<file path="config.mk">
export PLATFORM = sky130hd
export DESIGN_NAME = pis_blend
export DESIGN_NICKNAME = d
export VERILOG_FILES = /design/src/rtl/pis_pkg.sv /design/src/rtl/pis_blend.sv
export SDC_FILE = /design/constraint.sdc
export NUM_CORES = 1
export LEC_CHECK = 0
export BUFFER_PORTS_ARGS = -buffer_cell sky130_fd_sc_hd__buf_2
export CAP_MARGIN = 20
export CORE_UTILIZATION = 45
export DETAILED_ROUTE_END_ITERATION = 8
export PLACE_DENSITY = 0.61
export SLEW_MARGIN = 20
export SYNTH_ARGS = -nofsm -noshare
export SYNTH_HDL_FRONTEND = slang
export SYNTH_SLANG_ARGS = --single-unit
</file>
<file path="constraint.sdc">
create_clock -name clk -period 6.6 [get_ports clk]
set_input_delay 0.33 -clock clk [delete_from_list [all_inputs] [get_ports clk]]
set_output_delay 0.33 -clock clk [all_outputs]
set_load 0.1 [all_outputs]
</file>
<file path="src/rtl/pis_pkg.sv">
// ----------------------------------------------------------------------------
// Palette image scaler package
// Shared widths, command codes and register indexes.
// ----------------------------------------------------------------------------
package pis_pkg;

  localparam int FrameBytes  = 65536;
  localparam int FrameAw     = $clog2(FrameBytes);
  localparam int PaletteSize = 32;
  localparam int PalAw       = $clog2(PaletteSize);

  typedef enum logic [1:0] {
    CMD_WR_FRAME = 2'd0,
    CMD_WR_PAL   = 2'd1,
    CMD_RENDER   = 2'd2,
    CMD_NONE     = 2'd3
  } cmd_t;

  typedef enum logic [2:0] {
    REG_SCALE_MODE  = 3'd0,
    REG_ROW_STRIDE  = 3'd1,
    REG_BASE_OFFSET = 3'd2,
    REG_X_STEP      = 3'd3,
    REG_Y_STEP      = 3'd4
  } reg_idx_t;

  typedef struct packed {
    logic        scale_mode;
    logic [8:0]  row_stride;
    logic [7:0]  base_offset;
    logic [23:0] x_step;
    logic [23:0] y_step;
  } cfg_t;

endpackage

</file>
<file path="src/rtl/pis_blend.sv">
// ----------------------------------------------------------------------------
// Palette image scaler channel blend
// Two-stage weighted sum of four channel samples with 4-bit fractions.
// ----------------------------------------------------------------------------
module pis_blend
  import pis_pkg::*;
(
  input  logic       clk,
  input  logic       en,
  input  logic [5:0] a,
  input  logic [5:0] b,
  input  logic [5:0] c,
  input  logic [5:0] d,
  input  logic [3:0] fx,
  input  logic [3:0] fy,
  output logic [5:0] res
);

  logic [4:0]  wx0, wy0;
  logic [10:0] row0_nxt, row1_nxt;
  logic [10:0] row0_r, row1_r;
  logic [4:0]  wy0_r;
  logic [3:0]  fy_r;
  logic [19:0] sum;

  // first stage blends horizontally, second vertically
  assign wx0 = 5'd16 - {1'b0, fx};
  assign wy0 = 5'd16 - {1'b0, fy};
  assign row0_nxt = {5'd0, a} * {6'd0, wx0} + {5'd0, b} * {7'd0, fx};
  assign row1_nxt = {5'd0, c} * {6'd0, wx0} + {5'd0, d} * {7'd0, fx};

  always_ff @(posedge clk) begin
    if (en) begin
      row0_r <= row0_nxt;
      row1_r <= row1_nxt;
      wy0_r  <= wy0;
      fy_r   <= fy;
    end
  end

  assign sum = {9'd0, row0_r} * {15'd0, wy0_r} + {9'd0, row1_r} * {16'd0, fy_r};
  assign res = sum[13:8];

endmodule
</file>
# [Word level (Yosys, flattened, before mapping)]
# Index checks and enable logic that the tools add are counted.
[op_classes] n_div=0 mul=6 eq_ne=0 add_sub_neg=5 mux=0 magnitude_cmp=0 n_reduce_logical=0 shifts=0 bitwise=0
[ops] cell="adder 11 x 10 -> 11 bit" n=2
[ops] cell="multiplier 6 x 5 -> 11 bit" n=2
[ops] cell="multiplier 6 x 4 -> 10 bit" n=2
[ops] cell="adder 14 bit" n=1
[ops] cell="multiplier 11 x 4 -> 14 bit" n=1
[ops] cell="multiplier 11 x 5 -> 14 bit" n=1
[ops] cell="subtractor 5 x 4 -> 5 bit, first input constant" n=2
[totals] rom_bits=0 latchBits=0 regBits=31 mem_bits_rw=0 input_bits=34 output_inout_bits=6 elab_cells=15 n_memories=0

# [Longest topological paths before layout]
# Gate-level depths: netlist (run 1).
[logic_depth] ltp_word=3 depth_mapped=21 mapped_depth_nobuf=19

# [Worst setup path after synthesis (run 1)]
# OpenSTA, ideal clock, no wires.
[synth_path] path_kind="register to output" startpoint="register wy0_r[0]" endpoint="output res[5]" path_slack_ns=0.882 stages_incl_launch_ff=17 arrival_time_ns=5.388 path_buffers=1 required_time_ns=6.270 path_cell_list="edfxtp_1 -> clkbuf_1 -> nand2_1 -> fa_1 -> inv_1 -> fa_1 -> fa_1 -> inv_1 -> fa_1 -> inv_1 -> ha_1 -> o211ai_2 -> nand2_1 -> and3_1 -> a221o_1 -> a41oi_2 -> xnor2_1"
[synth_between] elab_chain_cells=2
[synth_rtl] item="start, declared" line="pis_blend.sv:22" rtl="logic [4:0] wy0_r;"
[synth_rtl] item="start signal, assigned" line="pis_blend.sv:36" rtl="wy0_r <= wy0;"
[synth_rtl] item="multiplier 11 x 5 -> 14 bit" line="pis_blend.sv:41" rtl="assign sum = {9'd0, row0_r} * {15'd0, wy0_r} + {9'd0, row1_r} * {16'd0, fy_r};"
[synth_rtl] item="adder 14 bit" line="pis_blend.sv:41"
[synth_rtl] item="end, declared" line="pis_blend.sv:16" rtl="output logic [5:0] res"
# No other way between the ends.

# [Final worst setup path (run 1)]
# Ends and elaborated chain as after synthesis.

==> results of run 1 <==
==> cells by family (layout without fill, tap and decap cells) <==
group / after synthesis / in the layout / synth area share
and+or+nand+nor: 237 / 237 / 0.183
adders and majority gates: 210 / 210 / 0.516
buffers and inverters: 199 / 230 / 0.106
xor gates and xnor gates: 32 / 32 / 0.0398
DFF: 30 / 30 / 0.128
AOI/OAI and AO/OA: 28 / 28 / 0.0275
==> metrics by stage <==
| step | utilization | hold WS (ps) |
|---|---|---|
| floorplan | - | 429 |
| global placement | 0.489 | 570 |
| detailed placement | 0.489 | 572 |
| CTS | 0.499 | 287 |
| global route | 0.499 | 286 |
| finish | 0.499 | 288 |
==> worst max path at each step <==
| stage | start | to | cells past startpoint |
|---|---|---|---|
| global placement | fx[0] | row0_r[8] | 19 |
| finish | wy0_r[0] | res[5] | 16 |
| floorplan | wy0_r[0] | res[5] | 16 |
| CTS | wy0_r[0] | res[5] | 16 |
| detailed placement | fx[0] | row0_r[8] | 19 |
| global route | wy0_r[0] | res[4] | 16 |
==> placed cells by master (no fill, tap or decap) <==
cell,instances
a41oi_2,1
clkinv_1,1
and3_1,1
clkbuf_16,5
nand2b_1,2
a21o_1,4
a22oi_1,1
a21oi_1,8
nor3b_1,2
ha_1,75
nand4_1,1
o211ai_1,2
or2_2,2
fa_1,135
and4_1,1
a221o_1,1
a31oi_1,2
buf_2,39
buf_4,2
o21ai_0,4
nor3_1,5
nand2_1,71
or3_1,4
xor2_1,3
and2_1,137
nor2b_1,4
xnor2_1,29
a21boi_0,4
nor2_1,6
inv_1,182
edfxtp_1,30
nand3_1,1
bufinv_16,1
o211ai_2,1
==> per-layer routing <==
layer  vias to the layer above  GRT usage  share of wire
met5                         -          0              0
met2                        69      0.334           0.52
met3                        12    0.00838          0.019
met4                         0     0.0560          0.017
li1                       2235          -              -
met1                      2290      0.227           0.44
==> state kept, by name, summed over array words and instances, names as in the netlist <==
name	flops
wy0_r	5
row0_r	11
fy_r	3
row1_r	11
==> final cells by class <==
class	instances	share of cell area
inverters	182	0.0897
clock buffers	5	0.0164
flip-flops and latches	30	0.118
well taps	211	0.0346
multi-input cells	507	0.709
repair buffers	41	0.0276
clock inverters	2	0.00443
==> metrics.md, run 1 <==
| Metric | Value |
|---|---|
| Outcome | complete, no violations |
| Vias in the first global route | 4980 |
| Core Area | about 0.015 mm² |
| TritonCTS clock tree | done |
| Min-delay src | fy[0] |
| Async set or reset register ratio after synthesis | 0 |
| Worst Hold Class | input port to flip-flop |
| Vias | 4606 |
| Post-synth cell types | 30 |
| Die height | 127 µm |
| Post-Syn Nets | 980 |
| Area occupied by multi-input gates | 0.00540 mm² |
| RSZ-0062 raised after global routing | false |
| Vias/cell | 4.71 |
| Crit end category | output port |
| PortBufs | 39 |
| Mean Syn Cell Area | about 9.6 µm² |
| Max stage delay cell, worst path | edfxtp_1 |
| # fillers | between 1000 and 1500 |
| DPL Wire Length | 11600 µm |
| Initial Util | 0.462 |
| Synth Register Bits | 30 |
| Routed Antenna Nets | 0 |
| Worst-Margin Slew | 963 ps |
| Post-route DRC | 0 |
| Setup tns final | 0 ps |
| Max-slew violation count | 0 |
| 1st-iter DRT viols | 147 |
| Drt wl/cell | 13.2 µm |
| CP required | 6270 ps |
| Cell taking the most area after synthesis | fa_1 |
| CP Launch Type | flip-flop |
| Layout cell share with drive strength beyond 1 | 0.0665 |
| Total die area | 0.0162 mm² |
| Setup Slack @ Placement | 943 ps |
| Fin nets | 1011 |
| Hold Path Cell Cnt | 1 |
| Cells after Synth | roughly 740 |
| Number of cells after detailed placement | 971 |
| Std cell rows | 45 |
| Period minus WS final | 5690 ps |
| Placed Area | 0.00746 mm² |
| P&R area growth vs syn | 8.07% |
| Largest net degree at the start of global routing | 31 |
| CTS HTree Levels | 2 |
| CTS Hold Bufs | 0 |
| Cell Chain, Critical Path | nand2_1, fa_1, inv_1, fa_1, fa_1, inv_1, fa_1, inv_1, ha_1, a21oi_1, nand2_1, and3_1, a221o_1, a41oi_2, xnor2_1, buf_2 |
| Hold Fails Final Rpt | 0 |
| Die Span X | 127 µm |
| Pre-antenna DRT Iters | 4 |
| IO Pins | 40 |
| Number of flops mapped to enable cells by yosys | 30 |
| Clock sinks | 30 |
| Reg area | about 900 µm² |
| Top cells by count, synth | inv_1, and2_1, fa_1 |
| Ant diodes | 0 |
| CP Data Arrival Time | 5360 ps |
| Crit share post-route | 0.863 |
| Slew HR | 0.353 |
| Post-CTS Resized | 0 |
| Synth Cell Area | 0.00705 mm² |
| Finished Layout Cells | a little under 1000 |
| Post-route design area | about 0.0076 mm² |
| Min-Delay Endpoint | wy0_r[0] |
| Critical path fanouts, max | 21 |
| CTS Buf Count | 5 |
| Fmax | 176 MHz |
| Largest cells by area after synthesis | fa_1, ha_1, edfxtp_1 |
| Max-Cap Viols | 0 |
| Final WS setup | 906 ps |
| Post-CTS Setup Inserts | 0 |
| First-pass GRT wire length | 23000 µm |
| GRT Util Overall | 0.180 |
| Initial antenna violation count | 0 |
| Detailed Route WL | 12900 µm |
| Crit path max-delay family | adder cells |
| Critical path class | flip-flop to output port |
| CP most frequent cell | fa_1 |
| Top-area cell type share of the netlist area | 0.383 |
| CP peak stage delay | 730 ps |
| Gpl congestion | 0.857 |
| Post-synthesis sequential area ratio | 0.128 |
| Total global routing overflow | 0 |
| WP buf/inv | 4 |
| Clock Pin Slew Worst Setup and Hold Paths | 50 ps |
| Clock buffer depth | 2 |
| Syn. warnings | 0 |
| Root buffer cell | clkbuf_16 |
| Most frequent cell after synthesis | inv_1 |
| Endpoints failing setup | 0 |
| Primary FF master, synth | edfxtp_1 |
Power of run 1 is left out: the tool's default activity adds up to more than one toggle a clock period on the data nets, which glitch-free logic cannot reach.
==> inputs of run 2 (changes only) <==
Settings changed: ABC_AREA from default to 1, CELL_PAD_IN_SITES_DETAIL_PLACEMENT from default to 1, CELL_PAD_IN_SITES_GLOBAL_PLACEMENT from default to 1, PLACE_DENSITY 0.61 to 0.78.
==> metrics.md, run 2 <==
| Metric | Value |
|---|---|
| Cell Chain, Critical Path | nand2_1, fa_1, inv_1, fa_1, fa_1, inv_1, fa_1, inv_1, ha_1, nand2_1, inv_1, nand2_1, nor3_1, nand2_1, nand2_1, nand3_1, nand2_1, buf_2 (was nand2_1, fa_1, inv_1, fa_1, fa_1, inv_1, fa_1, inv_1, ha_1, a21oi_1, nand2_1, and3_1, a221o_1, a41oi_2, xnor2_1, buf_2) |
| Critical path class | flip-flop to output port (unchanged) |
| Synth Register Bits | 30 (unchanged) |
| Most frequent cells in the layout | inv_1, nand2_1, fa_1 (was inv_1, and2_1, fa_1) |
| Mean Syn Cell Area | 7.76 µm² (was 9.58 µm²) |
| Clock Pin Slew Worst Setup and Hold Paths | 50 ps (about the same) |
| Cell taking the most area after synthesis | fa_1 (unchanged) |
| Top cells by count, synth | inv_1, nand2_1, fa_1 (was inv_1, and2_1, fa_1) |
| Gpl congestion | 0.817 (was 0.857) |
| Syn. warnings | 0 (unchanged) |
| Worst-Margin Slew | 714 ps (was 963 ps) |
| Post-route design area | 0.00813 mm² (was 0.00762 mm²) |
| Top-area cell type share of the netlist area | 0.358 (was 0.383) |
| Setup Slack @ Placement | 1360 ps (was 943 ps) |
| Total global routing overflow | 0 (unchanged) |
| Worst Hold Class | input port to flip-flop (unchanged) |
| Die Span X | 132 µm (was 127 µm) |
| Number of flops mapped to enable cells by yosys | 30 (unchanged) |
| Max-slew violation count | 0 (unchanged) |
| Routed Antenna Nets | 0 (unchanged) |
| Std cell rows | 47 (was 45) |
| Ant diodes | 0 (unchanged) |
| Crit share post-route | 0.804 (was 0.863) |
| GRT Util Overall | 0.223 (was 0.180) |
| CTS Hold Bufs | 0 (unchanged) |
| CTS Buf Count | 5 (unchanged) |
| Outcome | complete, no violations (unchanged) |
| Regs by FF count | row0_r (11), row1_r (11), wy0_r (5) (unchanged) |
| CP Launch Point | wy0_r[0] (unchanged) |
| Layout cell share with drive strength beyond 1 | 0.0567 (was 0.0665) |
| Cells after Synth | 974 (was 736) |
| Core Area | 0.0165 mm² (was 0.0153 mm²) |
| CP peak stage delay | 800 ps (was 730 ps) |
| Primary FF master, synth | edfxtp_1 (unchanged) |
| Post-CTS Resized | 0 (unchanged) |
| First-pass GRT wire length | 30600 µm (was 23000 µm) |
| Post-route DRC | 0 (unchanged) |
| CP most frequent cell | nand2_1 (was fa_1) |
| Post-synth cell types | 26 (was 30) |
| Setup tns final | 0 ps (unchanged) |
| Final WS setup | 1290 ps (was 906 ps) |
| Post-CTS Setup Inserts | 0 (unchanged) |
| Post-synthesis sequential area ratio | 0.119 (was 0.128) |
| Drt wl/cell | 14.5 µm (was 13.2 µm) |
| Detailed Route WL | 17800 µm (was 12900 µm) |
| RSZ-0062 raised after global routing | false (unchanged) |
| Most frequent cell after synthesis | inv_1 (unchanged) |
| Async set or reset register ratio after synthesis | 0 (unchanged) |
| Endpoints failing setup | 0 (unchanged) |
| CTS HTree Levels | 2 (unchanged) |
| Max stage delay cell, worst path | edfxtp_1 (unchanged) |
| Clock sinks | 30 (unchanged) |
| Initial antenna violation count | 0 (unchanged) |
| Root buffer cell | clkbuf_16 (unchanged) |
| Core Util, Final | 0.494 (was 0.499) |
| TritonCTS clock tree | done (unchanged) |
| CP Data Arrival Time | 4980 ps (was 5360 ps) |
| Largest net degree at the start of global routing | 31 (unchanged) |
| Commonest non-fill, non-tap cell in the layout | inv_1 (unchanged) |
| Vias | 5682 (was 4606) |
| Max-Cap Viols | 0 (unchanged) |
| P&R area growth vs syn | 7.55% (was 8.07%) |
| Crit end category | output port (unchanged) |
| Total die area | 0.0173 mm² (was 0.0162 mm²) |
| Synth Cell Area | 0.00756 mm² (was 0.00705 mm²) |
| CP required | 6270 ps (about the same) |
| Slew HR | 0.524 (was 0.353) |
| PortBufs | 39 (unchanged) |
| Vias in the first global route | 6441 (was 4980) |
| Fmax | 188 MHz (was 176 MHz) |
| 1st-iter DRT viols | 161 (was 147) |
| Post-Syn Nets | 1218 (was 980) |
| Fin nets | 1248 (was 1011) |
| Largest cells by area after synthesis | fa_1, inv_1, nand2_1 (was fa_1, ha_1, edfxtp_1) |
| Initial Util | 0.459 (was 0.462) |
| Clock buffer depth | 2 (unchanged) |
| CP Launch Type | flip-flop (unchanged) |
| Die height | 132 µm (was 127 µm) |
| Period minus WS final | 5310 ps (was 5690 ps) |
| Hold Fails Final Rpt | 0 (unchanged) |
| Pre-antenna DRT Iters | 4 (unchanged) |
| Min-delay src | fy[1] (was fy[0]) |
| Critical path fanouts, max | 22 (was 21) |
| Vias/cell | 4.64 (was 4.71) |
| DPL Wire Length | 15800 µm (was 11600 µm) |
| IO Pins | 40 (unchanged) |
| Placed Area | 0.00796 mm² (was 0.00746 mm²) |
run 2: metal layers:
metal / routed length, µm / track usage / vias up
met1: 7620 / 0.258 / 2818
met4: 216 / 0.0530 / 0
li1: - / - / 2801
met5: 0 / 0 / -
met3: 174 / 0.0100 / 13
met2: 9780 / 0.445 / 50
run 2: area by class of cell:
type	count	area (µm²)
Timing Repair Buffer	39	195
Clock buffer	5	125
Sequential cell	30	901
Inverter	341	1280
Multi-Input combinational cell	587	5310
Tap cell	220	275
Clock inverter	3	40.0
Fill cell	2094	8340
run 2: final timing paths:
path              slack (ps)  depth (start not counted)      end
setup / recovery        1290                         18   res[5]
hold / removal           240                          1  fy_r[1]
run 2: through the flow:
step / hold slack (ps) / std cells
after floorplan: 429 / 974
after global placement: 522 / 1217
after detailed placement: 529 / 1217
after CTS: 241 / 1225
after global routing: 245 / 1225
final: 241 / 1225
run 2: critical path: cells and delay by family, from the launching register on:
kind	cells	cell delay, ps
fa+ha+maj	5	2410
buf+inv	5	640
flops	1	800
simple gates	8	820
run 2: cells by family after synthesis:
| kind of cell | share of synthesized area |
|---|---|
| buffers and inverters | 0.178 |
| AND/OR/NAND/NOR | 0.165 |
| adder cells (fa/ha/maj) | 0.482 |
| AO/OA/AOI/OAI | 0.0235 |
| flip-flops | 0.119 |
| XOR/XNOR | 0.0321 |
Power of run 2 is left out for the same reason.
==> inputs of run 3 (changes only) <==
Clock period 6.6 ns to 4.9 ns, I/O delays scaled along.
==> metrics.md, run 3 (same netlist as run 2, synthesis figures left out) <==
| Metric | Value |
|---|---|
| Die Span X | 132 µm (unchanged) |
| Min-Delay Endpoint | fy_r[1] (unchanged) |
| Vias | 5840 (was 5682) |
| Core Area | 0.0165 mm² (unchanged) |
| 1st-iter DRT viols | 100 (was 161) |
| Slew HR | 0.569 (was 0.524) |
| GRT Util Overall | 0.218 (was 0.223) |
| Ant diodes | 0 (unchanged) |
| Gpl congestion | 0.811 (was 0.817) |
| Drt wl/cell | 14.3 µm (was 14.5 µm) |
| Hold Fails Final Rpt | 0 (unchanged) |
| Layout cell share with drive strength beyond 1 | 0.0828 (was 0.0567) |
| Outcome | complete, no violations (unchanged) |
| Cell Chain, Critical Path | buf_12, buf_4, nand2_1, inv_1, fa_1, fa_1, fa_1, inv_1, fa_1, inv_1, ha_1, nand2_1, nor2_2, nand4_1, nand3_1, xor2_2, buf_12 (was nand2_1, fa_1, inv_1, fa_1, fa_1, inv_1, fa_1, inv_1, ha_1, nand2_1, inv_1, nand2_1, nor3_1, nand2_1, nand2_1, nand3_1, nand2_1, buf_2) |
| Hold Path Cell Cnt | 1 (unchanged) |
| Worst-Margin Slew | 646 ps (was 714 ps) |
| Crit end category | output port (unchanged) |
| Initial Util | 0.459 (unchanged) |
| CP Launch Type | flip-flop (unchanged) |
| Initial antenna violation count | 0 (unchanged) |
| CP peak stage delay | 510 ps (was 800 ps) |
| CTS Hold Bufs | 0 (unchanged) |
| Endpoints failing setup | 0 (unchanged) |
| Post-route DRC | 0 (unchanged) |
| IO Pins | 40 (unchanged) |
| Clock sinks | 30 (unchanged) |
| TritonCTS clock tree | done (unchanged) |
| Largest net degree at the start of global routing | 31 (unchanged) |
| Post-route design area | 0.00841 mm² (was 0.00813 mm²) |
| Fmax | 214 MHz |
| First-pass GRT wire length | 30400 µm (was 30600 µm) |
| Die height | 132 µm (unchanged) |
| Critical path fanouts, max | 14 (was 22) |
| Total die area | 0.0173 mm² (unchanged) |
| Period minus WS final | 4680 ps |
| Max-slew violation count | 0 (unchanged) |
| CTS Buf Count | 5 (unchanged) |
| Regs by FF count | row0_r (11), row1_r (11), wy0_r (5) (unchanged) |
| Total global routing overflow | 0 (unchanged) |
| CP required | 4660 ps (was 6270 ps) |
| Crit share post-route | 0.955 |
| PortBufs | 39 (unchanged) |
| Vias/cell | 4.68 (was 4.64) |
| Worst Hold Class | input port to flip-flop (unchanged) |
| DPL Wire Length | 15600 µm (was 15800 µm) |
| CP Data Arrival Time | 4430 ps (was 4980 ps) |
| Critical path class | flip-flop to output port (unchanged) |
| RSZ-0062 raised after global routing | false (unchanged) |
| Clock buffer depth | 2 (unchanged) |
| CTS HTree Levels | 2 (unchanged) |
| Root buffer cell | clkbuf_16 (unchanged) |
| Placed Area | 0.00814 mm² (was 0.00796 mm²) |
| Fin nets | 1270 (was 1248) |
| Most frequent cells in the layout | inv_1, nand2_1, fa_1 (unchanged) |
| P&R area growth vs syn | 11.3% (was 7.55%) |
| Routed Antenna Nets | 0 (unchanged) |
| Setup tns final | 0 ps (unchanged) |
| Detailed Route WL | 17900 µm (was 17800 µm) |
| Clock Pin Slew Worst Setup and Hold Paths | 50 ps (about the same) |
| Commonest non-fill, non-tap cell in the layout | inv_1 (unchanged) |
| Vias in the first global route | 6592 (was 6441) |
| CP most frequent cell | fa_1 (was nand2_1) |
| Max stage delay cell, worst path | fa_1 (was edfxtp_1) |
| Max-Cap Viols | 0 (unchanged) |
| Std cell rows | 47 (unchanged) |
| Min-delay src | fy[1] (unchanged) |
| Pre-antenna DRT Iters | 5 (was 4) |
-- run 3: layout make-up --
type / count / area [µm²]
timing repair buffer: 61 / 460
tap: 220 / 275
inverter: 341 / 1280
clock inverter: 3 / 16.3
multi-input combinational: 587 / 5350
clock buffer: 5 / 125
sequential: 30 / 901
fill: 2047 / 8060
-- run 3: critical path, delay by kind of cell (launching register included) --
kind / cells / cell delay, ps
buffers and inverters: 6 / 630
XOR/XNOR: 1 / 190
adder cells (fa/ha/maj): 5 / 2310
flip-flops: 1 / 410
AND/OR/NAND/NOR: 5 / 610
-- run 3: how the worst max path moves through the flow --
stage	startpoint	endpoint	slack (ps)
after floorplan	wy0_r[0]	res[4]	60
after global placement	fx[1]	row0_r[8]	340
after detailed placement	fx[1]	row0_r[8]	230
after CTS	wy0_r[0]	res[5]	30
after global routing	wy0_r[0]	res[5]	5
final	wy0_r[0]	res[3]	220
-- run 3: repair_timing --
item,4_1_cts,5_1_grt
resized for setup,0,4
setup buffers,0,15
setup endpoints to repair,0,6
-- run 3: metal layers --
metal,track usage,up-vias,wire length [µm]
met5,0,-,0
met4,0.0594,0,322
met3,0.00656,20,272
met2,0.443,85,10000
met1,0.245,2890,7250
li1,-,2845,-
-- run 3: per-stage QoR --
step                instances  worst slack (ps)  hold WS (ps)  utilization
detailed placement       1224               228           446        0.494
floorplan                 974              60.2           344            -
global route             1247              4.52           173        0.511
CTS                      1232              30.1           163        0.503
finish                   1247               223           164        0.511
global placement         1224               339           447        0.494
Power of run 3 is left out for the same reason.
